File: src/sv/sfpr_pkg.sv
// Shared types and constants for the SysEx firmware page receiver.
package sfpr_pkg;

    localparam int HDR_LEN = 6;

    localparam logic [7:0] HDR_BYTES [HDR_LEN] = '{8'hF0, 8'h00, 8'h21, 8'h02, 8'h00, 8'h04};

    localparam logic [7:0] BYTE_SOX      = 8'hF0;
    localparam logic [7:0] BYTE_EOX      = 8'hF7;
    localparam logic [7:0] BYTE_STATUS   = 8'h80;
    localparam logic [6:0] CMD_RESET     = 7'h7F;
    localparam logic [6:0] CMD_PAGE      = 7'h7E;
    localparam logic [6:0] CMD_SUB_ZERO  = 7'h00;
    localparam logic [3:0] NIBBLE_MASK   = 4'hF;

    typedef enum logic [2:0] {
        EV_HDR_OK    = 3'd0,
        EV_HDR_BAD   = 3'd1,
        EV_PAGE_WORD = 3'd2,
        EV_RESET_REQ = 3'd3,
        EV_FRAME_ERR = 3'd4
    } event_t;

    typedef enum logic [1:0] {
        PS_HDR  = 2'd0,
        PS_CMD  = 2'd1,
        PS_DATA = 2'd2
    } parse_t;

    typedef enum logic [2:0] {
        ST_IDLE,
        ST_DECODE,
        ST_RD_LO,
        ST_RD_HI,
        ST_EMIT
    } ctrl_state_t;

    typedef struct packed {
        logic         byte_valid;
        logic         is_rt;
        logic         is_data;
        logic         is_eox;
        logic [HDR_LEN-1:0] hdr_hit;
        logic         cmd_reset;
        logic         cmd_page;
        logic         buf_full;
        logic         buf_room;
        logic         sum_ok;
        logic         out_free;
        logic         emit_last;
    } dp_status_t;

    typedef struct packed {
        logic         take_byte;
        logic         store_cmd;
        logic         cmd_sel;
        logic         clear_page;
        logic         hold_high;
        logic         write_byte;
        logic         out_load;
        event_t       out_event;
        logic         emit_start;
        logic         rd_lo;
        logic         rd_hi;
        logic         emit_word;
    } dp_cmd_t;

endpackage

File: src/sv/sfpr_datapath.sv
// Datapath: byte register, command bytes, page buffer memory, checksum and output register.
module sfpr_datapath
    import sfpr_pkg::*;
#(
    parameter int PAGE_BYTES = 128
)
(
    input  logic        clk,
    input  logic        rst_n,
    input  logic        s_axis_tvalid,
    input  logic [7:0]  s_axis_tdata,
    output logic        m_axis_tvalid,
    input  logic        m_axis_tready,
    output logic [39:0] m_axis_tdata,
    output logic        m_axis_tlast,
    input  dp_cmd_t     cmd,
    output dp_status_t  status
);

    localparam int BUF_DEPTH = PAGE_BYTES + 1;
    localparam int AW = $clog2(BUF_DEPTH);
    localparam int IW = $clog2(BUF_DEPTH + 1);

    logic [7:0]    byte_reg;
    logic [6:0]    cmd0_reg;
    logic [6:0]    cmd1_reg;
    logic [3:0]    high_nib_reg;
    logic [IW-1:0] idx_reg;
    logic [7:0]    sum_reg;
    logic [7:0]    chk_reg;
    logic [15:0]   page_addr_reg;
    logic [AW-1:0] rd_idx_reg;
    logic [7:0]    rd_data_reg;
    logic [7:0]    lo_byte_reg;
    logic [7:0]    mem [BUF_DEPTH];

    logic          out_valid_reg;
    event_t        out_event_reg;
    logic [15:0]   out_addr_reg;
    logic [15:0]   out_word_reg;
    logic          out_last_reg;

    logic [7:0]    full_byte;
    logic [AW-1:0] rd_addr;
    logic [AW:0]   rd_idx_plus2;

    assign full_byte    = {high_nib_reg, byte_reg[3:0] & NIBBLE_MASK};
    assign rd_addr      = cmd.rd_hi ? rd_idx_reg + AW'(1) : rd_idx_reg;
    assign rd_idx_plus2 = {1'b0, rd_idx_reg} + (AW + 1)'(2);

    always_comb
    begin
        status.byte_valid = s_axis_tvalid;
        status.is_rt      = (byte_reg > BYTE_SOX) && (byte_reg != BYTE_EOX);
        status.is_data    = byte_reg < BYTE_STATUS;
        status.is_eox     = byte_reg == BYTE_EOX;
        for (int k = 0; k < HDR_LEN; k++)
        begin
            status.hdr_hit[k] = byte_reg == HDR_BYTES[k];
        end
        status.cmd_reset  = (cmd0_reg == CMD_RESET) && (cmd1_reg == CMD_SUB_ZERO);
        status.cmd_page   = (cmd0_reg == CMD_PAGE) && (cmd1_reg == CMD_SUB_ZERO);
        status.buf_full   = idx_reg == IW'(BUF_DEPTH);
        status.buf_room   = idx_reg < IW'(BUF_DEPTH);
        status.sum_ok     = chk_reg == sum_reg;
        status.out_free   = !out_valid_reg || m_axis_tready;
        status.emit_last  = rd_idx_plus2 >= (AW + 1)'(PAGE_BYTES);
    end

    always_ff @(posedge clk)
    begin
        if (cmd.take_byte && s_axis_tvalid)
        begin
            byte_reg <= s_axis_tdata;
        end
        if (cmd.store_cmd)
        begin
            if (cmd.cmd_sel)
            begin
                cmd1_reg <= byte_reg[6:0];
            end
            else
            begin
                cmd0_reg <= byte_reg[6:0];
            end
        end
        if (cmd.hold_high)
        begin
            high_nib_reg <= byte_reg[3:0];
        end
        if (cmd.write_byte && (idx_reg == IW'(PAGE_BYTES)))
        begin
            chk_reg <= full_byte;
        end
        if (cmd.rd_hi)
        begin
            lo_byte_reg <= rd_data_reg;
        end
    end

    always_ff @(posedge clk)
    begin
        if (cmd.write_byte)
        begin
            mem[idx_reg[AW-1:0]] <= full_byte;
        end
        if (cmd.rd_lo || cmd.rd_hi)
        begin
            rd_data_reg <= mem[rd_addr];
        end
    end

    always_ff @(posedge clk or negedge rst_n)
    begin
        if (!rst_n)
        begin
            idx_reg       <= '0;
            sum_reg       <= '0;
            page_addr_reg <= '0;
            rd_idx_reg    <= '0;
        end
        else
        begin
            if (cmd.clear_page)
            begin
                idx_reg <= '0;
                sum_reg <= '0;
            end
            else if (cmd.write_byte)
            begin
                idx_reg <= idx_reg + IW'(1);
                if (idx_reg < IW'(PAGE_BYTES))
                begin
                    sum_reg <= sum_reg + full_byte;
                end
            end
            if (cmd.emit_start)
            begin
                rd_idx_reg <= '0;
            end
            else if (cmd.emit_word)
            begin
                rd_idx_reg <= rd_idx_plus2[AW-1:0];
                if (status.emit_last)
                begin
                    page_addr_reg <= page_addr_reg + 16'(PAGE_BYTES);
                end
            end
        end
    end

    always_ff @(posedge clk or negedge rst_n)
    begin
        if (!rst_n)
        begin
            out_valid_reg <= 1'b0;
        end
        else if (cmd.out_load || cmd.emit_word)
        begin
            out_valid_reg <= 1'b1;
        end
        else if (m_axis_tready)
        begin
            out_valid_reg <= 1'b0;
        end
    end

    always_ff @(posedge clk)
    begin
        if (cmd.emit_word)
        begin
            out_event_reg <= EV_PAGE_WORD;
            out_addr_reg  <= page_addr_reg + 16'(rd_idx_reg);
            out_word_reg  <= {rd_data_reg, lo_byte_reg};
            out_last_reg  <= status.emit_last;
        end
        else if (cmd.out_load)
        begin
            out_event_reg <= cmd.out_event;
            out_addr_reg  <= '0;
            out_word_reg  <= '0;
            out_last_reg  <= 1'b1;
        end
    end

    assign m_axis_tvalid = out_valid_reg;
    assign m_axis_tdata  = {5'd0, out_word_reg, out_addr_reg, out_event_reg};
    assign m_axis_tlast  = out_last_reg;

endmodule

File: src/sv/sfpr_ctrl.sv
// Controller: frame parser state and the sequencer for page readout.
module sfpr_ctrl
    import sfpr_pkg::*;
(
    input  logic       clk,
    input  logic       rst_n,
    input  dp_status_t status,
    output dp_cmd_t    cmd
);

    ctrl_state_t state_reg, state_next;
    parse_t      parse_reg, parse_next;
    logic [2:0]  hp_reg, hp_next;
    logic        cc_reg, cc_next;
    logic        nib_reg, nib_next;
    logic        seen_reg, seen_next;
    logic        done_reg, done_next;
    logic        hit;

    always_ff @(posedge clk or negedge rst_n)
    begin
        if (!rst_n)
        begin
            state_reg <= ST_IDLE;
            parse_reg <= PS_HDR;
            hp_reg    <= '0;
            cc_reg    <= 1'b0;
            nib_reg   <= 1'b0;
            seen_reg  <= 1'b0;
            done_reg  <= 1'b0;
        end
        else
        begin
            state_reg <= state_next;
            parse_reg <= parse_next;
            hp_reg    <= hp_next;
            cc_reg    <= cc_next;
            nib_reg   <= nib_next;
            seen_reg  <= seen_next;
            done_reg  <= done_next;
        end
    end

    always_comb
    begin
        hit = 1'b0;
        for (int k = 0; k < HDR_LEN; k++)
        begin
            hit = hit | ((hp_reg == 3'(k)) && status.hdr_hit[k]);
        end
    end

    always_comb
    begin
        state_next = state_reg;
        parse_next = parse_reg;
        hp_next    = hp_reg;
        cc_next    = cc_reg;
        nib_next   = nib_reg;
        seen_next  = seen_reg;
        done_next  = done_reg;
        cmd        = '0;
        cmd.cmd_sel   = cc_reg;
        cmd.out_event = EV_HDR_OK;

        unique case (state_reg)
            ST_IDLE:
            begin
                cmd.take_byte = 1'b1;
                if (status.byte_valid)
                begin
                    state_next = ST_DECODE;
                end
            end
            ST_DECODE:
            begin
                if (status.out_free)
                begin
                    state_next = ST_IDLE;
                    if (!done_reg && !status.is_rt)
                    begin
                        unique case (parse_reg)
                            PS_CMD:
                            begin
                                if (status.is_data)
                                begin
                                    cmd.store_cmd = 1'b1;
                                    if (cc_reg)
                                    begin
                                        cc_next        = 1'b0;
                                        cmd.clear_page = 1'b1;
                                        nib_next       = 1'b0;
                                        seen_next      = 1'b0;
                                        parse_next     = PS_DATA;
                                    end
                                    else
                                    begin
                                        cc_next = 1'b1;
                                    end
                                end
                                else
                                begin
                                    parse_next = PS_HDR;
                                    hp_next    = '0;
                                    cc_next    = 1'b0;
                                end
                            end
                            PS_DATA:
                            begin
                                if (status.is_data)
                                begin
                                    seen_next = 1'b1;
                                    if (status.buf_room)
                                    begin
                                        if (nib_reg)
                                        begin
                                            cmd.write_byte = 1'b1;
                                            nib_next       = 1'b0;
                                        end
                                        else
                                        begin
                                            cmd.hold_high = 1'b1;
                                            nib_next      = 1'b1;
                                        end
                                    end
                                end
                                else if (status.is_eox)
                                begin
                                    if (status.cmd_reset && !seen_reg)
                                    begin
                                        cmd.out_load  = 1'b1;
                                        cmd.out_event = EV_RESET_REQ;
                                        done_next     = 1'b1;
                                    end
                                    else if (status.buf_full && status.cmd_page && status.sum_ok)
                                    begin
                                        cmd.emit_start = 1'b1;
                                        state_next     = ST_RD_LO;
                                    end
                                    else
                                    begin
                                        cmd.out_load  = 1'b1;
                                        cmd.out_event = EV_FRAME_ERR;
                                    end
                                    parse_next = PS_HDR;
                                    hp_next    = '0;
                                    nib_next   = 1'b0;
                                    seen_next  = 1'b0;
                                end
                            end
                            default:
                            begin
                                cmd.out_load = 1'b1;
                                if (hit)
                                begin
                                    cmd.out_event = EV_HDR_OK;
                                    if (hp_reg == 3'(HDR_LEN - 1))
                                    begin
                                        hp_next    = '0;
                                        cc_next    = 1'b0;
                                        parse_next = PS_CMD;
                                    end
                                    else
                                    begin
                                        hp_next = hp_reg + 3'd1;
                                    end
                                end
                                else
                                begin
                                    cmd.out_event = EV_HDR_BAD;
                                    hp_next       = '0;
                                    parse_next    = PS_HDR;
                                end
                            end
                        endcase
                    end
                end
            end
            ST_RD_LO:
            begin
                cmd.rd_lo  = 1'b1;
                state_next = ST_RD_HI;
            end
            ST_RD_HI:
            begin
                cmd.rd_hi  = 1'b1;
                state_next = ST_EMIT;
            end
            ST_EMIT:
            begin
                if (status.out_free)
                begin
                    cmd.emit_word = 1'b1;
                    state_next    = status.emit_last ? ST_IDLE : ST_RD_LO;
                end
            end
            default:
            begin
                state_next = ST_IDLE;
            end
        endcase
    end

endmodule

File: src/sv/sysex_firmware_page_receiver.sv
// Top level of the SysEx firmware page receiver: controller joined to datapath.
// Each received byte is accepted in the idle state and then decoded in the decode state.
// A single-result byte is loaded into the output register at decode and shows its transfer in the cycle after.
// A good page is read from the buffer memory over one read port: each word passes the read-low,
// read-high and emit states in turn, and the emit state waits on any output back-pressure.
// Reset clears all control state asynchronously; the page buffer is not cleared.
module sysex_firmware_page_receiver
    import sfpr_pkg::*;
#(
    parameter int PAGE_BYTES = 128
)
(
    input  logic        clk,
    input  logic        rst_n,
    input  logic        s_axis_tvalid,
    output logic        s_axis_tready,
    input  logic [7:0]  s_axis_tdata,   // rx_byte
    output logic        m_axis_tvalid,
    input  logic        m_axis_tready,
    output logic [39:0] m_axis_tdata,   // event_res, flash_address, data_word, zero fill
    output logic        m_axis_tlast
);

    dp_cmd_t    cmd;
    dp_status_t status;

    sfpr_ctrl u_ctrl (
        .clk    (clk),
        .rst_n  (rst_n),
        .status (status),
        .cmd    (cmd)
    );

    sfpr_datapath #(
        .PAGE_BYTES (PAGE_BYTES)
    ) u_datapath (
        .clk           (clk),
        .rst_n         (rst_n),
        .s_axis_tvalid (s_axis_tvalid),
        .s_axis_tdata  (s_axis_tdata),
        .m_axis_tvalid (m_axis_tvalid),
        .m_axis_tready (m_axis_tready),
        .m_axis_tdata  (m_axis_tdata),
        .m_axis_tlast  (m_axis_tlast),
        .cmd           (cmd),
        .status        (status)
    );

    assign s_axis_tready = cmd.take_byte;

endmodule
File: config.mk
export PLATFORM = sky130hd
export DESIGN_NAME = sysex_firmware_page_receiver
export DESIGN_NICKNAME = d
export VERILOG_FILES = /design/src/sv/sfpr_pkg.sv /design/src/sv/sfpr_datapath.sv /design/src/sv/sfpr_ctrl.sv /design/src/sv/sysex_firmware_page_receiver.sv
export SDC_FILE = /design/constraint.sdc
export NUM_CORES = 1
export LEC_CHECK = 0
export BUFFER_PORTS_ARGS = -buffer_cell sky130_fd_sc_hd__buf_2
export CAP_MARGIN = 15
export CORE_MARGIN = 2
export CORE_UTILIZATION = 45
export CTS_BUF_LIST = sky130_fd_sc_hd__clkbuf_4
export DETAILED_ROUTE_END_ITERATION = 8
export PLACE_DENSITY = 0.58
export SLEW_MARGIN = 0
export SYNTH_ARGS = -nofsm -noshare
export SYNTH_HDL_FRONTEND = slang
export SYNTH_SLANG_ARGS = --single-unit
File: constraint.sdc
create_clock -name clk -period 8.21 [get_ports clk]
set_input_delay 0.4105 -clock clk [delete_from_list [all_inputs] [get_ports clk]]
set_output_delay 0.4105 -clock clk [all_outputs]
set_load 0.005 [all_outputs]
=== Word-level counts from Yosys, hierarchy flattened ===
Memories as Yosys holds them, arrays and structs flattened. A register that Yosys moved wholly into a read port is not among the register bits.
Cells that the tools add are included.

* Bits in writable memories: 1032
* Output and inout port bits: 43
* Bits of input ports: 12
* Memories kept: 1
* Logic and storage cells: 207
* Register bits after elaboration: 131

* Muxes and demuxes: 84
* Magnitude comparators: 5
* Add/sub/neg operators: 7
* Reductions and logical operators: 45
* Equality and inequality tests: 34
* Bitwise operators: 9

{| class="wikitable"
|+ Memory list
! name !! words !! bits a word !! rd ports !! clocked after Yosys merged registers in !! write ports !! RTL line !! source
|-
| u_datapath.mem || 129 || 8 || 1 || 1 || 1 || sfpr_datapath.sv:35 || <nowiki>logic [7:0] mem [BUF_DEPTH];</nowiki>
|}

{| class="wikitable"
|+ Operator list
! kind !! count
|-
| 2-to-1 mux 8 bit || 11
|-
| 2-to-1 mux 16 bit || 3
|-
| 2-to-1 mux 3 bit || 13
|-
| 2-to-1 mux 1 bit || 35
|-
| equality test 8 bit, second input constant || 4
|-
| less-than comparator 8 bit, second input constant || 3
|-
| 2-to-1 mux 2 bit || 11
|-
| AND reduction 7 bit || 3
|-
| adder 16 x 8 -> 16 bit || 1
|-
| adder 16 x 8 -> 16 bit, second input constant || 1
|-
| adder 8 x 1 -> 8 bit, second input constant || 2
|-
| nonzero test 2 bit || 8
|-
| logical AND 1 bit || 15
|-
| case mux 3 bit (5 select lines) || 1
|-
| equality test 7 bit, second input constant || 2
|-
| inequality test 2 bit, second input constant || 7
|-
| equality test 3 x 2 -> 1 bit, second input constant || 4
|-
| AND reduction 6 bit || 2
|-
| 2-to-1 mux 5 bit || 2
|-
| adder 8 x 2 -> 9 bit, second input constant || 1
|-
| equality test 3 bit, second input constant || 3
|-
| greater-or-equal comparator 9 x 8 -> 1 bit, second input constant || 1
|-
| adder 8 bit || 1
|-
| equality test 8 x 2 -> 1 bit, second input constant || 1
|-
| 28 further kinds || 49
|}

=== Depth between registers and ports, before layout ===
* Depth in word-level cells: 14
* Depth in mapped cells: 13
* Mapped depth without buffers: 9

=== Hierarchy ===
From an unflattened synthesis, not the netlist that was laid out.

* Cell total of the unflattened synthesis: 2375
* Area, all modules: 46019.1 µm²

{| class="wikitable"
|+ Modules (own cells, without submodules)
! module !! instances !! cells an instance !! seq. area each (µm²) !! area an instance (µm²)
|-
| sfpr_datapath || 1 || 2255 || 34097.7 || 45062.0
|-
| sfpr_ctrl || 1 || 120 || 300.3 || 957.2
|}

=== Worst setup path before layout ===
Ideal clock, no wire load.

* Path type: flip-flop to flip-flop
* From: reg u_datapath.byte_reg[1]
* To: mem u_datapath.mem[49][0] (enable)
* Stages on the path, launching flop included: 8
* Slack: 4.149 ns
* Setup time: 0.370 ns
* Required time: 7.840 ns
* Period minus slack after synthesis: 4.061 ns
* Path buffers: 1
* Arrival: 3.691 ns
* Path through: edfxtp_1 > nand3_1 > a21oi_1 > o211a_1 > nand2_1 > or2_2 > buf_2 > nor2_1

* Longest elaborated chain between the ends: 9
* Elaborated cells between the ends (all ways): 13
* Classes of those cells: order compare: 2; eq/ne: 1; mux: 7; reduce/logical: 3

{| class="wikitable"
|+ Ends and longest elaborated chain
! item !! RTL line !! source
|-
| start, declared || sfpr_datapath.sv:24 || <nowiki>logic [7:0] byte_reg;</nowiki>
|-
| start signal, assigned || sfpr_datapath.sv:74 || <nowiki>byte_reg <= s_axis_tdata;</nowiki>
|-
| greater-than comparator 8 bit / inequality test 8 bit (equally long branches) || sfpr_datapath.sv:54 || <nowiki>status.is_rt = (byte_reg > BYTE_SOX) && (byte_reg != BYTE_EOX);</nowiki>
|-
| logical AND 1 bit || sfpr_datapath.sv:54 ||
|-
| zero test 1 bit || sfpr_ctrl.sv:80 || <nowiki>if (!done_reg && !status.is_rt)</nowiki>
|-
| logical AND 1 bit || sfpr_ctrl.sv:80 ||
|-
| 2-to-1 mux 8 bit (*) || sfpr_ctrl.sv:80 ||
|-
| 2-to-1 mux 8 bit (*) || sfpr_ctrl.sv:77 || <nowiki>if (status.out_free)</nowiki>
|-
| 2-to-1 mux 8 bit (*) || sfpr_ctrl.sv:66 || <nowiki>unique case (state_reg)</nowiki>
|-
| 2-to-1 mux 1 bit (*) || sfpr_datapath.sv:103 || <nowiki>if (cmd.write_byte)</nowiki>
|-
| 2-to-1 mux 1 bit (not written as such) (*) || sfpr_datapath.sv:105 || <nowiki>mem[idx_reg[AW-1:0]] <= full_byte;</nowiki>
|-
| end, declared || sfpr_datapath.sv:35 ||
|}

Mark *: on every way between the ends. The rest lies on a longest branch, timed or not.

=== Worst setup path in the final report ===
* From: reg u_datapath.idx_reg[0]
* To: mem u_datapath.mem[81][4] (enable)

* Longest elaborated chain between the ends: 9

{| class="wikitable"
|+ Ends and longest elaborated chain
! item !! RTL line !! source
|-
| start, declared || sfpr_datapath.sv:28 || <nowiki>logic [IW-1:0] idx_reg;</nowiki>
|-
| start signal, assigned || sfpr_datapath.sv:131 || <nowiki>idx_reg <= idx_reg + IW'(1);</nowiki>
|-
| less-than comparator 8 bit || sfpr_datapath.sv:64 || <nowiki>status.buf_room = idx_reg < IW'(BUF_DEPTH);</nowiki>
|-
| 2-to-1 mux 2 bit || sfpr_ctrl.sv:113 || <nowiki>if (status.buf_room)</nowiki>
|-
| 2-to-1 mux 2 bit || sfpr_ctrl.sv:110 || <nowiki>if (status.is_data)</nowiki>
|-
| 2-to-1 mux 2 bit || sfpr_ctrl.sv:82 || <nowiki>unique case (parse_reg)</nowiki>
|-
| 2-to-1 mux 8 bit || sfpr_ctrl.sv:80 ||
|-
| 2-to-1 mux 8 bit || sfpr_ctrl.sv:77 ||
|-
| 2-to-1 mux 8 bit || sfpr_ctrl.sv:66 ||
|-
| 2-to-1 mux 1 bit || sfpr_datapath.sv:103 ||
|-
| 2-to-1 mux 1 bit (not written as such) || sfpr_datapath.sv:105 ||
|}

Parallel ways exist; a longest one is shown, timed or not.

==> results.json <==
{
  "critPathBufInv": 1,
  "ioPinCount": 55,
  "grtUsageTotal": 0.248,
  "total_leakage_power_uw": 0.0177,
  "nFillCells": 8598,
  "synth-simple-area-share": 0.106,
  "setup_violations": 0,
  "skew_ns": 0.111,
  "postSynthCellCount": 2985,
  "hold_path.class": "primary input to register",
  "dp_hpwl_um": 80800,
  "final_util": 0.508,
  "gp_congestion": 0.896,
  "combPwrFrac": 0.023,
  "end_kind": "register",
  "avgSynthCellArea_um2": 15.5,
  "coreArea_um2": 102000,
  "p_sw_frac": 0.212,
  "drtIter0Drc": 3849,
  "cts.sinks": 1154,
  "cts_resized": 0,
  "worst-path-max-fanout": 14,
  "via_count": 28591,
  "path_cells": "inv_1, ha_1, or3b_1, o41ai_2, and3_1, and2_1, nand3_1, nor2_1",
  "hold_path.startpoint": "m_axis_tready",
  "worstPathArrival_ns": 5.81,
  "grt_pass1_wl_um": 192000,
  "yosysSeqAreaShare": 0.742,
  "hold_violations": 0,
  "powerDensity_nw_per_um2": 225,
  "crit_required_ns": 8.98,
  "grt_max_degree": 109,
  "r2r_end": "u_datapath.mem[81][4]$_DFFE_PP_",
  "viasPerCell": 5.92,
  "critPathKind": "register to register",
  "largest_register_ffs": 1025,
  "synth_warnings": 0,
  "area_growth_pct": 11.8,
  "synth_top_family_by_area": "simple AND/OR/NAND/NOR gates",
  "dieArea_um2": 106000,
  "worstMarginPinSlew_ns": 1.25,
  "crit_path_end": "u_datapath.mem[81][4]$_DFFE_PP_",
  "synth_edf_count": 1106,
  "drv_slew": 0,
  "min_period_ns": 5.04,
  "detail-route-antenna-nets": 0,
  "wirelength_um": 132000,
  "worstSetupStartpoint": "u_datapath.idx_reg[0]$_DFFE_PN0P_",
  "dr.pass1.iters": 5,
  "synthFlopType": "edfxtp_1",
  "fin_setup_tns_ns": 0,
  "num_rows": 117,
  "synthMuxAreaShare": 0.0687,
  "synth_fa_ha_area_frac": 0.00529,
  "fmax_ghz": 0.198,
  "antenna_found_initial": 6,
  "grt_overflow": 0,
  "start_kind": "register",
  "slew_headroom": 0.163,
  "drv_cap": 0,
  "initial_core_util": 0.454,
  "min_period_over_period": 0.614,
  "seqPwrFrac": 0.554,
  "die_h_um": 325,
  "cts_max_level": 5,
  "syn_area_um2": 46400,
  "synth_async_sr_flop_share": 0.0390,
  "cts-buffers-inserted": 314,
  "synthXorXnorAreaFrac": 0.00642,
  "ys_ff_latch": 1154,
  "crit_cells": 8,
  "drive_above_1_share": 0.203,
  "synth-compound-area-share": 0.0487,
  "synth.area.top_cells": "edfxtp_1, mux4_2, nand2_1",
  "insertion_delay_ns": 1.18,
  "rsz0062_at_grt": "no",
  "p_switching_uw": 2480,
  "avgRoutedWirePerCell_um": 27.3,
  "internal_power_uw": 9190,
  "path_clk_slew_ns": 0.06,
  "die_w_um": 325,
  "crit_path_max_incr_delay_ns": 0.94,
  "synth_top_area_share": 0.716,
  "fin_nets": 3292,
  "critPathTopFamily": "simple AND/OR/NAND/NOR gates",
  "clock_power_share": 0.423,
  "r2r-start": "u_datapath.idx_reg[0]$_DFFE_PN0P_",
  "placement.io_buffers": 48,
  "grt_pass1_vias": 28485,
  "outcome": "completed",
  "r2r_slack_ns": 3.17,
  "cts_tree": "done",
  "drc": 0,
  "root_buffer": "clkbuf_4",
  "synth_cell_type_count": 86,
  "yosys.area.top_type": "edfxtp_1",
  "cp_slowest_cell": "nand3_1",
  "ir_worst_vdd_uv": 142,
  "cts.path.max_buffers": 4,
  "rr_worst_depth": 8,
  "p_total_uw": 11700
}
## synthesized netlist by cell type (6+ instances only)
cell	number
edfxtp_1	1106
nand2_1	466
nor2_1	205
nand3_1	197
mux4_2	97
clkbuf_1	91
mux2i_1	80
a211oi_1	66
a31oi_1	59
dfrtp_1	45
nand4_1	45
a21oi_1	38
o21ai_0	38
nor3_1	32
and2_1	31
and4b_1	31
a22oi_1	28
buf_2	26
buf_4	25
o211ai_1	20
xnor2_1	20
buf_6	19
ha_1	18
inv_1	17
xor2_1	14
nor2b_1	12
nand2b_1	10
a2111oi_0	7
and3_1	7
buf_1	7
or2_2	7
a311oi_1	6
mux2_2	6
o2111ai_1	6
## cells by family (layout without fill, tap and decap cells)
| kind of cell | count (synthesis) | count (layout) |
|---|---|---|
| AOI/OAI and AO/OA | 324 | 324 |
| xor gates and xnor gates | 34 | 34 |
| adders and majority gates | 19 | 19 |
| buffers and inverters | 193 | 654 |
| DFF | 1154 | 1154 |
| muxes | 188 | 188 |
| other | 1 | 14 |
| and+or+nand+nor | 1072 | 1072 |
## metrics by stage
| stage | setup WS [ns] | hold WS, ns | cells | cell area, um^2 |
|---|---|---|---|---|
| floorplan | 4.15 | 0.115 | 2990 | 46400 |
| global placement | 2.72 | 0.486 | 4292 | 47800 |
| detailed placement | 3.25 | 0.487 | 4292 | 47900 |
| CTS | 3.25 | 0.284 | 4819 | 51800 |
| global route | 2.99 | 0.284 | 4825 | 51800 |
| finish | 3.17 | 0.374 | 4827 | 51800 |
## metal layers
metal / wire (um) / track usage / up-vias
li1: - / - / 12244
met1: 53700 / 0.343 / 14510
met2: 62000 / 0.389 / 1568
met3: 11800 / 0.0502 / 269
met4: 4280 / 0.0963 / 0
met5: 0 / 0 / -
## repair_timing
action,4_1_cts,5_1_grt
hold endpoints to repair,57,0
setup buffers,0,0
hold buffers,21,0
## placed cells by master (no fill, tap or decap), drive strengths merged, types with 28 or more instances in the layout
cell,Yosys,final
and4b,31,31
clkinv,2,45
a21oi,39,39
mux4,102,102
dfrtp,45,45
a211oi,66,66
mux2i,80,80
nor2,206,206
buf,81,106
nand2,466,466
nor3,33,33
edfxtp,1106,1106
and2,31,31
nand4,45,45
a22oi,28,28
o21ai,40,40
nand3,197,197
clkbuf,91,449
a31oi,59,59
## power by group through the flow
stage	registers (uW)	logic, uW	clock network [uW]
6_report	6470	264	4930
5_1_grt	6470	282	5350
4_1_cts	6470	266	5040
3_5_place_dp	6590	258	0
3_3_place_gp	6590	255	0
2_1_floorplan	6620	89.3	0
## worst min-delay path: cells and delay by family
family                 cells  cell delay (ns)
AOI/OAI and AO/OA          1             0.13
and+or+nand+nor            1             0.09
buffers and inverters      3             0.86
## worst min-delay path by stage
stage | end | slack [ns] | cells past startpoint
floorplan | u_ctrl.cc_reg$_DFFE_PN0P_ | 0.11 | 0
global placement | u_datapath.page_addr_reg[15]$_DFFE_PN0P_ | 0.49 | 1
detailed placement | u_datapath.page_addr_reg[15]$_DFFE_PN0P_ | 0.49 | 1
CTS | u_datapath.m_axis_tvalid$_DFFE_PN0P_ | 0.28 | 5
global route | u_datapath.m_axis_tvalid$_DFFE_PN0P_ | 0.28 | 5
finish | u_ctrl.state_reg[2]$_DFFE_PN0P_ | 0.37 | 5
## final cells by class
class	instances	area, um^2	share of cell area
sequential	1154	34400	0.664
timing repair buffer	127	898	0.0173
inverter	21	83.8	0.00162
tap	1368	1710	0.0330
clock buffer	449	3370	0.0650
antenna	8	20.0	0.000386
multi-input combinational	1643	11000	0.212
clock inverter	57	379	0.00731
(Power assumes the default switching activity.)
